**config.mk**
```make
export PLATFORM = sky130hd
export DESIGN_NAME = ethernet_ip_header_classifier
export DESIGN_NICKNAME = d
export VERILOG_FILES = /design/src/rtl/ehc_pkg.sv /design/src/rtl/ehc_parser.sv /design/src/rtl/ehc_builder.sv /design/src/rtl/ethernet_ip_header_classifier.sv
export SDC_FILE = /design/constraint.sdc
export NUM_CORES = 2
export LEC_CHECK = 0
export ABC_AREA = 1
export BUFFER_PORTS_ARGS = -buffer_cell sky130_fd_sc_hd__buf_2
export CAP_MARGIN = 20
export CORE_MARGIN = 5
export CORE_UTILIZATION = 65
export DETAILED_ROUTE_END_ITERATION = 8
export PLACE_DENSITY = 0.85
export SLEW_MARGIN = 10
export SYNTH_ARGS = -nofsm -noshare
export SYNTH_HDL_FRONTEND = slang
export SYNTH_SLANG_ARGS = --single-unit
```
**constraint.sdc**
```tcl
create_clock -name clk -period 54 [get_ports clk]
set_clock_uncertainty 0.2 [all_clocks]
set_input_delay 10.8 -clock clk [delete_from_list [all_inputs] [get_ports clk]]
set_output_delay 10.8 -clock clk [all_outputs]
set_load 0.01 [all_outputs]
```
**src/rtl/ehc_pkg.sv**
```systemverilog
`default_nettype none

package ehc_pkg;

    localparam int unsigned MAX_FRAME_BYTES = 65535;
    localparam int unsigned OFFSET_W = 16;

    localparam int unsigned ETH_HDR = 14;
    localparam int unsigned IPV4_HDR_END = 34;
    localparam int unsigned V6_HDR_END = 54;
    localparam int unsigned PORT_BYTES = 4;
    localparam int unsigned WIN_W = 7;

    localparam logic [15:0] ETHERTYPE_IPV4 = 16'h0800;
    localparam logic [15:0] ETHERTYPE_IPV6 = 16'h86DD;
    localparam logic [3:0] MIN_IHL = 4'd5;

    localparam logic [7:0] PROTO_ICMP = 8'd1;
    localparam logic [7:0] PROTO_TCP = 8'd6;
    localparam logic [7:0] PROTO_UDP = 8'd17;
    localparam logic [7:0] PROTO_ICMPV6 = 8'd58;

    localparam logic [4:0] NEED_TCP = 5'd20;
    localparam logic [4:0] NEED_UDP = 5'd8;
    localparam logic [4:0] NEED_ICMP = 5'd8;

    localparam logic OP_BYTE = 1'b0;
    localparam logic OP_TICK = 1'b1;

    localparam int unsigned CFG_INDEX_W = 1;
    localparam int unsigned CFG_DATA_W = 16;
    localparam logic [CFG_INDEX_W-1:0] REG_CAPTURE_ENABLE = 1'b0;
    localparam logic [CFG_INDEX_W-1:0] REG_MAX_PER_SECOND = 1'b1;
    localparam logic [15:0] MAX_PER_SECOND_RESET = 16'd1000;

    localparam logic [5:0] SVC_NONE = 6'd0;
    localparam logic [5:0] SVC_UNKNOWN = 6'd1;
    localparam int unsigned SVC_ENTRIES = 34;

    localparam logic [15:0] SVC_PORT [SVC_ENTRIES] = '{
        16'd20, 16'd21, 16'd22, 16'd23, 16'd25, 16'd53, 16'd67, 16'd68, 16'd69,
        16'd80, 16'd110, 16'd119, 16'd123, 16'd143, 16'd161, 16'd194, 16'd443,
        16'd465, 16'd514, 16'd587, 16'd993, 16'd995, 16'd1080, 16'd1194,
        16'd1433, 16'd1521, 16'd3306, 16'd3389, 16'd5432, 16'd5900, 16'd6379,
        16'd8080, 16'd8443, 16'd27017
    };

    localparam logic [5:0] SVC_CODE [SVC_ENTRIES] = '{
        6'd2, 6'd3, 6'd4, 6'd5, 6'd6, 6'd7, 6'd8, 6'd8, 6'd9, 6'd10, 6'd11,
        6'd12, 6'd13, 6'd14, 6'd15, 6'd16, 6'd17, 6'd18, 6'd19, 6'd20, 6'd21,
        6'd22, 6'd23, 6'd24, 6'd25, 6'd26, 6'd27, 6'd28, 6'd29, 6'd30, 6'd31,
        6'd32, 6'd33, 6'd34
    };

    typedef enum logic [2:0] {
        ST_RECORDED,
        ST_CAPTURE_OFF,
        ST_TOO_SHORT,
        ST_NOT_IP,
        ST_BAD_IHL,
        ST_NO_TRANSPORT,
        ST_RATE_LIMITED
    } ehc_status_t;

    typedef enum logic [1:0] {
        CLS_TCP,
        CLS_UDP,
        CLS_ICMP,
        CLS_OTHER
    } ehc_class_t;

    typedef struct packed {
        logic       operation;
        logic [7:0] frame_byte;
        logic       last_byte;
    } ehc_req_t;

    typedef struct packed {
        ehc_status_t status;
        logic        ip_version;
        ehc_class_t  protocol_class;
        logic [16:0] packet_size;
        logic [15:0] source_port;
        logic [15:0] destination_port;
        logic [5:0]  service_code;
        logic [63:0] source_address_high;
        logic [63:0] source_address_low;
        logic [63:0] destination_address_high;
        logic [63:0] destination_address_low;
    } ehc_rsp_t;

    typedef struct packed {
        logic [OFFSET_W-1:0] byte_offset;
        logic [15:0]         ether_kind;
        logic [3:0]          header_length_words;
        logic [7:0]          next_protocol;
        logic [15:0]         length_field;
        logic [63:0]         src_high;
        logic [63:0]         src_low;
        logic [63:0]         dst_high;
        logic [63:0]         dst_low;
        logic [31:0]         port_pair;
    } ehc_frame_t;

    typedef struct packed {
        logic valid;
        logic tick;
    } ehc_snap_ctl_t;

    function automatic logic [5:0] ehc_service(input logic [15:0] port);
        logic [5:0] code;
        code = (port == 16'd0) ? SVC_NONE : SVC_UNKNOWN;
        for (int i = 0; i < SVC_ENTRIES; i++)
        begin
            if (port == SVC_PORT[i])
            begin
                code = SVC_CODE[i];
            end
        end
        return code;
    endfunction

endpackage

`default_nettype wire

```
**src/rtl/ehc_parser.sv**
```systemverilog
`default_nettype none

module ehc_parser
    import ehc_pkg::*;
(
    input  wire logic          clk,
    input  wire logic          rst_n,
    input  wire logic          req_valid,
    output logic               req_ready,
    input  wire ehc_req_t      req,
    input  wire logic          snap_take,
    output ehc_snap_ctl_t      snap_ctl,
    output ehc_frame_t         snap
);

    ehc_frame_t    frame_reg;
    ehc_frame_t    frame_next;
    ehc_frame_t    frame_upd;
    ehc_frame_t    snap_reg;
    ehc_snap_ctl_t ctl_reg;
    ehc_snap_ctl_t ctl_next;

    logic                accept;
    logic [OFFSET_W-1:0] p;
    logic [7:0]          b;
    logic [WIN_W-1:0]    t;
    logic [OFFSET_W-1:0] t_wide;
    logic                port_win;

    assign req_ready = !ctl_reg.valid || snap_take;
    assign accept    = req_valid && req_ready;
    assign snap_ctl  = ctl_reg;
    assign snap      = snap_reg;

    assign p        = frame_reg.byte_offset;
    assign b        = req.frame_byte;
    assign t        = WIN_W'(ETH_HDR) + {1'b0, frame_reg.header_length_words, 2'b00};
    assign t_wide   = {{(OFFSET_W - WIN_W){1'b0}}, t};
    assign port_win = (p > OFFSET_W'(ETH_HDR)) && (frame_reg.header_length_words >= MIN_IHL)
                      && (p >= t_wide) && (p < t_wide + OFFSET_W'(PORT_BYTES));

    // byte capture at the current offset
    always_comb
    begin
        frame_upd = frame_reg;
        if (p != OFFSET_W'(MAX_FRAME_BYTES))
        begin
            frame_upd.byte_offset = p + 1'b1;
            if (p == 16'd12)
            begin
                frame_upd.ether_kind = {b, 8'h00};
            end
            else if (p == 16'd13)
            begin
                frame_upd.ether_kind = {frame_reg.ether_kind[15:8], b};
            end
            else if (frame_reg.ether_kind == ETHERTYPE_IPV4)
            begin
                if (p == 16'd14)
                begin
                    frame_upd.header_length_words = b[3:0];
                end
                else if (p == 16'd16)
                begin
                    frame_upd.length_field = {b, 8'h00};
                end
                else if (p == 16'd17)
                begin
                    frame_upd.length_field = {frame_reg.length_field[15:8], b};
                end
                else if (p == 16'd23)
                begin
                    frame_upd.next_protocol = b;
                end
                else if (p >= 16'd26 && p <= 16'd29)
                begin
                    frame_upd.src_low = {frame_reg.src_low[55:0], b};
                end
                else if (p >= 16'd30 && p <= 16'd33)
                begin
                    frame_upd.dst_low = {frame_reg.dst_low[55:0], b};
                end
                if (port_win)
                begin
                    frame_upd.port_pair = {frame_reg.port_pair[23:0], b};
                end
            end
            else if (frame_reg.ether_kind == ETHERTYPE_IPV6)
            begin
                if (p == 16'd18)
                begin
                    frame_upd.length_field = {b, 8'h00};
                end
                else if (p == 16'd19)
                begin
                    frame_upd.length_field = {frame_reg.length_field[15:8], b};
                end
                else if (p == 16'd20)
                begin
                    frame_upd.next_protocol = b;
                end
                else if (p >= 16'd22 && p <= 16'd29)
                begin
                    frame_upd.src_high = {frame_reg.src_high[55:0], b};
                end
                else if (p >= 16'd30 && p <= 16'd37)
                begin
                    frame_upd.src_low = {frame_reg.src_low[55:0], b};
                end
                else if (p >= 16'd38 && p <= 16'd45)
                begin
                    frame_upd.dst_high = {frame_reg.dst_high[55:0], b};
                end
                else if (p >= 16'd46 && p <= 16'd53)
                begin
                    frame_upd.dst_low = {frame_reg.dst_low[55:0], b};
                end
                else if (p >= OFFSET_W'(V6_HDR_END)
                         && p < OFFSET_W'(V6_HDR_END + PORT_BYTES))
                begin
                    frame_upd.port_pair = {frame_reg.port_pair[23:0], b};
                end
            end
        end
    end

    always_comb
    begin
        frame_next = frame_reg;
        ctl_next   = ctl_reg;
        if (snap_take)
        begin
            ctl_next = '0;
        end
        if (accept)
        begin
            if (req.operation == OP_TICK)
            begin
                ctl_next.valid = 1'b1;
                ctl_next.tick  = 1'b1;
            end
            else if (req.last_byte)
            begin
                frame_next     = '0;
                ctl_next.valid = 1'b1;
                ctl_next.tick  = 1'b0;
            end
            else
            begin
                frame_next = frame_upd;
            end
        end
    end

    always_ff @(posedge clk or negedge rst_n)
    begin
        if (!rst_n)
        begin
            frame_reg <= '0;
            ctl_reg   <= '0;
        end
        else
        begin
            frame_reg <= frame_next;
            ctl_reg   <= ctl_next;
        end
    end

    // end-of-frame snapshot
    always_ff @(posedge clk)
    begin
        if (accept && req.operation == OP_BYTE && req.last_byte)
        begin
            snap_reg <= frame_upd;
        end
    end

endmodule

`default_nettype wire

```
**src/rtl/ehc_builder.sv**
```systemverilog
`default_nettype none

module ehc_builder
    import ehc_pkg::*;
(
    input  wire logic          clk,
    input  wire logic          rst_n,
    input  wire logic          capture_enable,
    input  wire logic [15:0]   max_per_second,
    input  wire ehc_snap_ctl_t snap_ctl,
    input  wire ehc_frame_t    snap,
    output logic               snap_take,
    output logic               rsp_valid,
    input  wire logic          rsp_ready,
    output ehc_rsp_t           rsp
);

    logic                rsp_valid_reg;
    logic                rsp_valid_next;
    ehc_rsp_t            rsp_reg;
    logic [15:0]         count_reg;
    logic [15:0]         count_next;

    logic [OFFSET_W-1:0] caplen;
    logic [WIN_W-1:0]    t;
    logic [OFFSET_W-1:0] t_wide;
    logic                v6;
    ehc_status_t         st;
    ehc_class_t          cls;
    logic [4:0]          need;
    logic [15:0]         sp;
    logic [15:0]         dp;
    logic [5:0]          svc_d;
    logic [5:0]          svc_s;
    logic [5:0]          svc;
    ehc_rsp_t            rec;
    logic                frame_take;

    assign snap_take  = snap_ctl.valid && (snap_ctl.tick || !rsp_valid_reg || rsp_ready);
    assign frame_take = snap_take && !snap_ctl.tick;
    assign rsp_valid  = rsp_valid_reg;
    assign rsp        = rsp_reg;

    assign caplen = snap.byte_offset;
    assign t_wide = {{(OFFSET_W - WIN_W){1'b0}}, t};

    always_comb
    begin
        t  = '0;
        v6 = 1'b0;
        st = ST_RECORDED;
        priority if (!capture_enable)
        begin
            st = ST_CAPTURE_OFF;
        end
        else if (caplen < OFFSET_W'(ETH_HDR))
        begin
            st = ST_TOO_SHORT;
        end
        else if (snap.ether_kind == ETHERTYPE_IPV4)
        begin
            t = WIN_W'(ETH_HDR) + {1'b0, snap.header_length_words, 2'b00};
            if (caplen < OFFSET_W'(IPV4_HDR_END))
            begin
                st = ST_TOO_SHORT;
            end
            else if (snap.header_length_words < MIN_IHL)
            begin
                st = ST_BAD_IHL;
            end
        end
        else if (snap.ether_kind == ETHERTYPE_IPV6)
        begin
            t  = WIN_W'(V6_HDR_END);
            v6 = 1'b1;
            if (caplen < OFFSET_W'(V6_HDR_END))
            begin
                st = ST_TOO_SHORT;
            end
        end
        else
        begin
            st = ST_NOT_IP;
        end
        if (st == ST_RECORDED && t_wide >= caplen)
        begin
            st = ST_NO_TRANSPORT;
        end
        if (st == ST_RECORDED && count_reg >= max_per_second)
        begin
            st = ST_RATE_LIMITED;
        end
    end

    always_comb
    begin
        unique case (snap.next_protocol)
            PROTO_TCP:
            begin
                cls  = CLS_TCP;
                need = NEED_TCP;
            end
            PROTO_UDP:
            begin
                cls  = CLS_UDP;
                need = NEED_UDP;
            end
            PROTO_ICMP, PROTO_ICMPV6:
            begin
                cls  = CLS_ICMP;
                need = NEED_ICMP;
            end
            default:
            begin
                cls  = CLS_OTHER;
                need = '0;
            end
        endcase
    end

    always_comb
    begin
        sp = '0;
        dp = '0;
        if (cls != CLS_OTHER && t_wide + {11'b0, need} <= caplen)
        begin
            if (cls == CLS_ICMP)
            begin
                sp = {8'h00, snap.port_pair[31:24]};
                dp = {8'h00, snap.port_pair[23:16]};
            end
            else
            begin
                sp = snap.port_pair[31:16];
                dp = snap.port_pair[15:0];
            end
        end
        svc_d = ehc_service(dp);
        svc_s = ehc_service(sp);
        if (cls == CLS_ICMP)
        begin
            svc = SVC_NONE;
        end
        else if (svc_d <= SVC_UNKNOWN)
        begin
            svc = svc_s;
        end
        else
        begin
            svc = svc_d;
        end
    end

    always_comb
    begin
        rec        = '0;
        rec.status = st;
        if (st == ST_RECORDED)
        begin
            rec.ip_version       = v6;
            rec.protocol_class   = cls;
            rec.packet_size      = v6 ? {1'b0, snap.length_field} + 17'd40
                                      : {1'b0, snap.length_field};
            rec.source_port      = sp;
            rec.destination_port = dp;
            rec.service_code     = svc;
            rec.source_address_high      = v6 ? snap.src_high : '0;
            rec.source_address_low       = v6 ? snap.src_low : {32'h0, snap.src_low[31:0]};
            rec.destination_address_high = v6 ? snap.dst_high : '0;
            rec.destination_address_low  = v6 ? snap.dst_low : {32'h0, snap.dst_low[31:0]};
        end
    end

    always_comb
    begin
        count_next     = count_reg;
        rsp_valid_next = rsp_valid_reg;
        if (rsp_ready)
        begin
            rsp_valid_next = 1'b0;
        end
        if (snap_take)
        begin
            if (snap_ctl.tick)
            begin
                count_next = '0;
            end
            else
            begin
                rsp_valid_next = 1'b1;
                if (st == ST_RECORDED)
                begin
                    count_next = count_reg + 1'b1;
                end
            end
        end
    end

    always_ff @(posedge clk or negedge rst_n)
    begin
        if (!rst_n)
        begin
            rsp_valid_reg <= 1'b0;
            count_reg     <= '0;
        end
        else
        begin
            rsp_valid_reg <= rsp_valid_next;
            count_reg     <= count_next;
        end
    end

    always_ff @(posedge clk)
    begin
        if (frame_take)
        begin
            rsp_reg <= rec;
        end
    end

endmodule

`default_nettype wire

```
**src/rtl/ethernet_ip_header_classifier.sv**
```systemverilog
// Ethernet/IP header classifier.
// Request channel (req_valid/req_ready/req): one captured frame byte per
// request, with last_byte on the final byte, or a one-second tick that
// clears the per-second frame counter.
// Result channel (rsp_valid/rsp_ready/rsp): one record per frame, issued
// for the request carrying last_byte; ticks and other bytes give none.
// Configuration: cfg_we writes cfg_data to register cfg_index
// (0 capture enable, 1 frames per second limit) with no handshake.
// Throughput: one request per clock while req_ready is high, set by the
// byte parser's single pass over each byte.
// Pipeline: once its last byte is accepted, the header capture is held in
// the frame snapshot, then classification and service table lookup write
// the record into the result register.
// Stall: while rsp_ready is low the record holds, one more frame end waits
// in the snapshot and req_ready drops only when both are full; ticks and
// mid-frame bytes still flow behind a waiting snapshot slot once it frees.
// Reset: asynchronous, clears the frame state, counter and valids; capture
// is off and the limit is 1000 frames per second.
`default_nettype none

module ethernet_ip_header_classifier
    import ehc_pkg::*;
(
    input  wire logic                   clk,
    input  wire logic                   rst_n,
    input  wire logic                   req_valid,
    output logic                        req_ready,
    input  wire ehc_req_t               req,
    output logic                        rsp_valid,
    input  wire logic                   rsp_ready,
    output ehc_rsp_t                    rsp,
    input  wire logic                   cfg_we,
    input  wire logic [CFG_INDEX_W-1:0] cfg_index,
    input  wire logic [CFG_DATA_W-1:0]  cfg_data
);

    logic          capture_enable_reg;
    logic [15:0]   max_per_second_reg;
    ehc_snap_ctl_t snap_ctl;
    ehc_frame_t    snap;
    logic          snap_take;

    always_ff @(posedge clk or negedge rst_n)
    begin
        if (!rst_n)
        begin
            capture_enable_reg <= 1'b0;
            max_per_second_reg <= MAX_PER_SECOND_RESET;
        end
        else if (cfg_we)
        begin
            unique case (cfg_index)
                REG_CAPTURE_ENABLE: capture_enable_reg <= cfg_data[0];
                REG_MAX_PER_SECOND: max_per_second_reg <= cfg_data[15:0];
            endcase
        end
    end

    ehc_parser u_parser (
        .clk       (clk),
        .rst_n     (rst_n),
        .req_valid (req_valid),
        .req_ready (req_ready),
        .req       (req),
        .snap_take (snap_take),
        .snap_ctl  (snap_ctl),
        .snap      (snap)
    );

    ehc_builder u_builder (
        .clk            (clk),
        .rst_n          (rst_n),
        .capture_enable (capture_enable_reg),
        .max_per_second (max_per_second_reg),
        .snap_ctl       (snap_ctl),
        .snap           (snap),
        .snap_take      (snap_take),
        .rsp_valid      (rsp_valid),
        .rsp_ready      (rsp_ready),
        .rsp            (rsp)
    );

endmodule

`default_nettype wire

```
== After elaboration in Yosys (flattened, before gate mapping) ==
Index checks and enable logic that the tools add are counted.
Storage, ports and cells
  register bits: 1049
  bits in latches: 0
  bits in writable memories: 0
  ROM bits: 0
  bits of input ports: 32
  word-level logic and storage cells: 353
  memories kept: 0
Operators by class
  add/subtract/negate cells: 7
  multiply operators: 0
  div/mod/pow operators: 0
  order comparisons: 24
  equality and inequality tests: 88
  shifts and indexed selects: 0
  mux-type cells: 153
  bitwise logic cells: 3
  reduce and logical (&&, ||, !) cells: 38
Operator list (count)
  64-bit two-way mux: 18
  288-bit two-way mux: 3
  348-bit two-way mux: 2
  316-bit two-way mux: 2
  6-bit two-way mux: 70
  312-bit two-way mux: 1
  16-bit by 5-bit == test with 1-bit output (second input constant): 16
  16-bit by 7-bit == test with 1-bit output (second input constant): 14
  224-bit two-way mux: 1
  96-bit two-way mux: 2
  16-bit two-way mux: 10
  160-bit two-way mux: 1
  16-bit by 10-bit == test with 1-bit output (second input constant): 8
  16-bit by 11-bit == test with 1-bit output (second input constant): 8
  16-bit by 13-bit == test with 1-bit output (second input constant): 8
  16-bit by 12-bit == test with 1-bit output (second input constant): 6
  16-bit by 8-bit == test with 1-bit output (second input constant): 6
  32-bit two-way mux: 3
  8-bit two-way mux: 9
  16-bit by 9-bit == test with 1-bit output (second input constant): 4
  16-bit by 6-bit <= comparator with 1-bit output (second input constant): 4
  16-bit by 4-bit == test with 1-bit output (second input constant): 3
  16-bit by 5-bit >= comparator with 1-bit output (second input constant): 3
  16-bit by 6-bit >= comparator with 1-bit output (second input constant): 3
  46 further kinds: 108

== Longest topological paths before layout ==
  depth after elaboration: 47
  gate-level depth with buffers: 43
  gate-level depth less buffers: 43

== By module ==
Synthesis repeated with hierarchy kept, for this count alone.
Unflattened totals
  cell total of the unflattened synthesis: 6380
  area, all modules: 53804.1 µm²
Modules (own cells, without submodules)
  ehc_parser: instances 1, cells an instance 4443, area each 35985.8 µm², sequential area each 19208.4 µm²
  ehc_builder: instances 1, cells an instance 1861, area each 17075.1 µm², sequential area each 9944.5 µm²
  ethernet_ip_header_classifier: instances 1, cells an instance 76, area each 743.2 µm², sequential area each 432.9 µm²

== Worst setup path before layout ==
OpenSTA, ideal clock, no wires.
  path type: in2reg
  from: in rsp_ready
  to: reg u_parser.snap_reg, in the netlist u_parser.snap[0] (enable)
  setup time: 1.067 ns
  arrival: 26.265 ns
  slack: 26.468 ns
  cell stages on the path: 10
  buffers on the path: 2
  path through: nor2_1 inv_1 nor3_1 nor2_1 inv_1 nor2_1 inv_1 clkbuf_1 clkbuf_1 nor2_1
Between the ends
  cells in the longest elaborated chain, start to end: 6
Ends and longest elaborated chain
  start, declared: RTL line ethernet_ip_header_classifier.sv:30  | input wire logic rsp_ready,
  1-bit logical OR: RTL line ehc_builder.sv:39  | assign snap_take = snap_ctl.valid && (snap_ctl.tick || !rsp_valid_reg || rsp_ready);
  1-bit logical AND: RTL line ehc_builder.sv:39
  1-bit logical OR: RTL line ehc_parser.sv:30  | assign req_ready = !ctl_reg.valid || snap_take;
  1-bit logical AND: RTL line ehc_parser.sv:31  | assign accept = req_valid && req_ready;
  1-bit logical AND (2 in a row): RTL line ehc_parser.sv:172  | if (accept && req.operation == OP_BYTE && req.last_byte)
  end signal, assigned: RTL line ehc_parser.sv:174  | snap_reg <= frame_upd;
  end, declared: RTL line ehc_parser.sv:19  | ehc_frame_t snap_reg;
No other way between the ends.
A chain may end at the register's enable or synchronous reset.

== Worst setup path in the final report ==
  from: in rsp_ready
  to: out req_ready
Between the ends
  cells in the longest elaborated chain, start to end: 3
Ends and longest elaborated chain
  1-bit logical OR: RTL line ehc_builder.sv:39
  1-bit logical AND: RTL line ehc_builder.sv:39
  1-bit logical OR: RTL line ehc_parser.sv:30
  end, declared: RTL line ethernet_ip_header_classifier.sv:27  | output logic req_ready,
No other way between the ends.

==> impl_results.md <==
- Vias in the first global route: 33800
- Slew Viols, Final: 0
- Fin crit share: 41.7%
- Startpoint Class: primary input
- Post-DRT Antenna Nets: 0
- Unrepaired setup endpoints after global routing: no
- Syn Area/Cell: 9.78 um^2
- Syn Std Cell Area: 0.0465 mm^2
- Max reg flops: 348
- Status: complete, no violations
- Setup_tns: 0 ps
- Number of antenna repair diodes: 0
- WL/cell: 18.6 um
- DRC viols: 0
- IO buf count: 350
- Pwr dens: 33.4 mW/mm^2
- Cell area after layout: 0.0524 mm^2
- Yosys reg bits: 1049
- H-tree level count: 3
- Share of cells above drive strength 1: 12.2%
- Final Critical Period: 22510 ps
- Boundary Pins: 351
- Worst VDD drop: 0.0262 mV
- Die Ht: 278 um
- Placed wire-length estimate: 72400 um
- Req. time, crit path: 43000 ps
- DRT Wirelength: 113000 um
- Share of the synthesized area in the top cell type: 42.9%
- Worst skew pair latency: 670 ps
- Clock buffer depth: 3
- Postcts setup bufs: 0
- Die area: 0.0770 mm^2
- Largest net degree at the start of global routing: 180
- Post-synth EDFFs: 665
- Syn. warnings: 0
- Pre-CTS setup slack: 31500 ps
- Floorplan core area: 0.0712 mm^2
- Type of the most critical hold path: register to register
- DP Cell Count: 5882
- Actual slew at the worst max-slew pin: 1140 ps
- CTS hold repair buffers: 0
- Max-cap viol count: 0
- Die Span X: 278 um
- Sink Count: 1049
- CP Data Arrival Time: 11510 ps
- Drt first-iter violations: 3642
- Fill cells: 4676
- Ranking of synthesized cells by area: edfxtp_1 (43%), dfrtp_1 (20%), inv_1 (8.7%), nand2_1 (5.3%), o21ai_0 (4.7%)
- Dpl cell area: 0.0489 mm^2
- Setup slack, reg-to-reg: 47220 ps
- Most frequent cell after synthesis: inv_1
- Row count: 98
- Seq/Total Area, Yosys: 63.6%
- First-pass GRT wire length: 180000 um
- Ys flop type: edfxtp_1
- Post-synth ARST share: 36.6%
- Tot GR Track Use: 28.9%
- Total power: 0.00175 W
- Fin. Hold Viols: 0
- Initial core utilization: 65.3%
- Setup WS post-layout: 31490 ps
- TritonRoute pass-1 iters: 6
- Leakage: 25.3 nW
- Area grow syn2layout: 12.7%
- Vias per cell: 5.63
- Gr ovfl total: 0
- CTS tree: done
- Setup CP Type: primary input to primary output
- Final #Nets: 5125
- Initial antenna violation count: 3
- R2R cell count: 34
- Top cells by count, synth: inv_1 (1078), edfxtp_1 (665), nand2_1 (660)
- Clock transition at path regs: 60 ps
- Relative slew slack: 23.8%
- Via count: 34200
- Hold depth: 2
- Final Setup Violations: 0
- Non-Filler Instances: 6082
- Setup crit end kind: primary output
- Yosys cell types: 62
- Cts bufs inserted: 104
- Yosys top cell by area: edfxtp_1
- RePlAce Congestion: 0.891
- Cells after Synth: 4754
- CP Max Fanout: 3
- Post-cts resize count: 0
- Syn Nets: 4839
- Peak Freq: 44.4 MHz
- Clk root buf: clkbuf_16
==> worst paths after layout <==
path | startpoint | end
worst min-delay path | max_per_second_reg[5] | max_per_second_reg[5]
worst min register to register | max_per_second_reg[5] | max_per_second_reg[5]
max in group asynchronous | rst_n | u_parser.frame_reg[179]
worst max-delay path | rsp_ready | req_ready
worst max register to register | u_parser.snap[317] | u_builder.rsp[259]
min in group asynchronous | rst_n | u_parser.frame_reg[144]
==> cell type report <==
cell class	instances	area (um^2)	share of cell area, %
clock inverters	47	524	1.00
well taps	950	1190	2.27
repair buffers	377	2020	3.86
clock buffers	151	2970	5.66
inverters	1086	4100	7.82
flip-flops and latches	1049	29600	56.4
multi-input cells	2422	12000	23.0
==> critical path, cell delays in order <==
cell	delay, ps
buf_2	100
nor2_1	100
inv_1	70
nor3_1	200
inv_1	90
buf_2	150
==> logic make-up (layout without fill, tap and decap cells) <==
| family | count (synthesis) | count (layout) | share of synthesized area [%] |
|---|---|---|---|
| flip-flops | 1049 | 1049 | 63.6 |
| adder cells (fa/ha/maj) | 53 | 53 | 1.44 |
| AO/OA/AOI/OAI | 850 | 850 | 10.2 |
| XOR/XNOR | 26 | 26 | 0.490 |
| AND/OR/NAND/NOR | 1492 | 1492 | 13.6 |
| other | 1 | 1 | 0.00806 |
| buffers and inverters | 1283 | 1661 | 10.6 |
==> placed cells by master (no fill, tap or decap), types with 10 or more instances in the layout <==
master,count
o21ai_0,439
o21ai_1,14
edfxtp_1,665
nand2_1,659
dfrtp_1,378
ha_1,52
o22ai_1,245
nor3_1,55
nor4_1,33
nand2_2,16
clkbuf_16,104
a21oi_1,88
buf_2,349
nor2_2,13
nand4_1,52
inv_1,1075
nor2_1,516
o21a_1,10
nand3_1,94
o31ai_1,10
clkbuf_8,19
clkbuf_1,28
clkinv_2,18
xor2_1,22
buf_4,23
==> through the flow <==
| step | hold WS, ps | utilization, % |
|---|---|---|
| after floorplan | 248 | - |
| final | 294 | 73.6 |
| after CTS | 294 | 73.5 |
| after global placement | 262 | 68.6 |
| after global routing | 321 | 73.6 |
| after detailed placement | 274 | 68.6 |
==> metal layers <==
metal	wire (um)	global-route usage [%]	vias to the layer above
li1	-	-	16000
met1	44900	39.4	16400
met2	56200	48.6	1532
met3	8370	4.19	230
met4	3800	9.62	4
met5	28	0	-
==> report_power, final <==
group	leakage [nW]	total, W	switching (W)	internal (W)
clock	1.71	0.000732	0.000312	0.000420
combinational	11.9	0.000108	0.0000806	0.0000274
sequential	11.7	0.000912	0.0000165	0.000896
total	25.3	0.00175	0.000409	0.00134
Power figures use the tool's default switching activity.
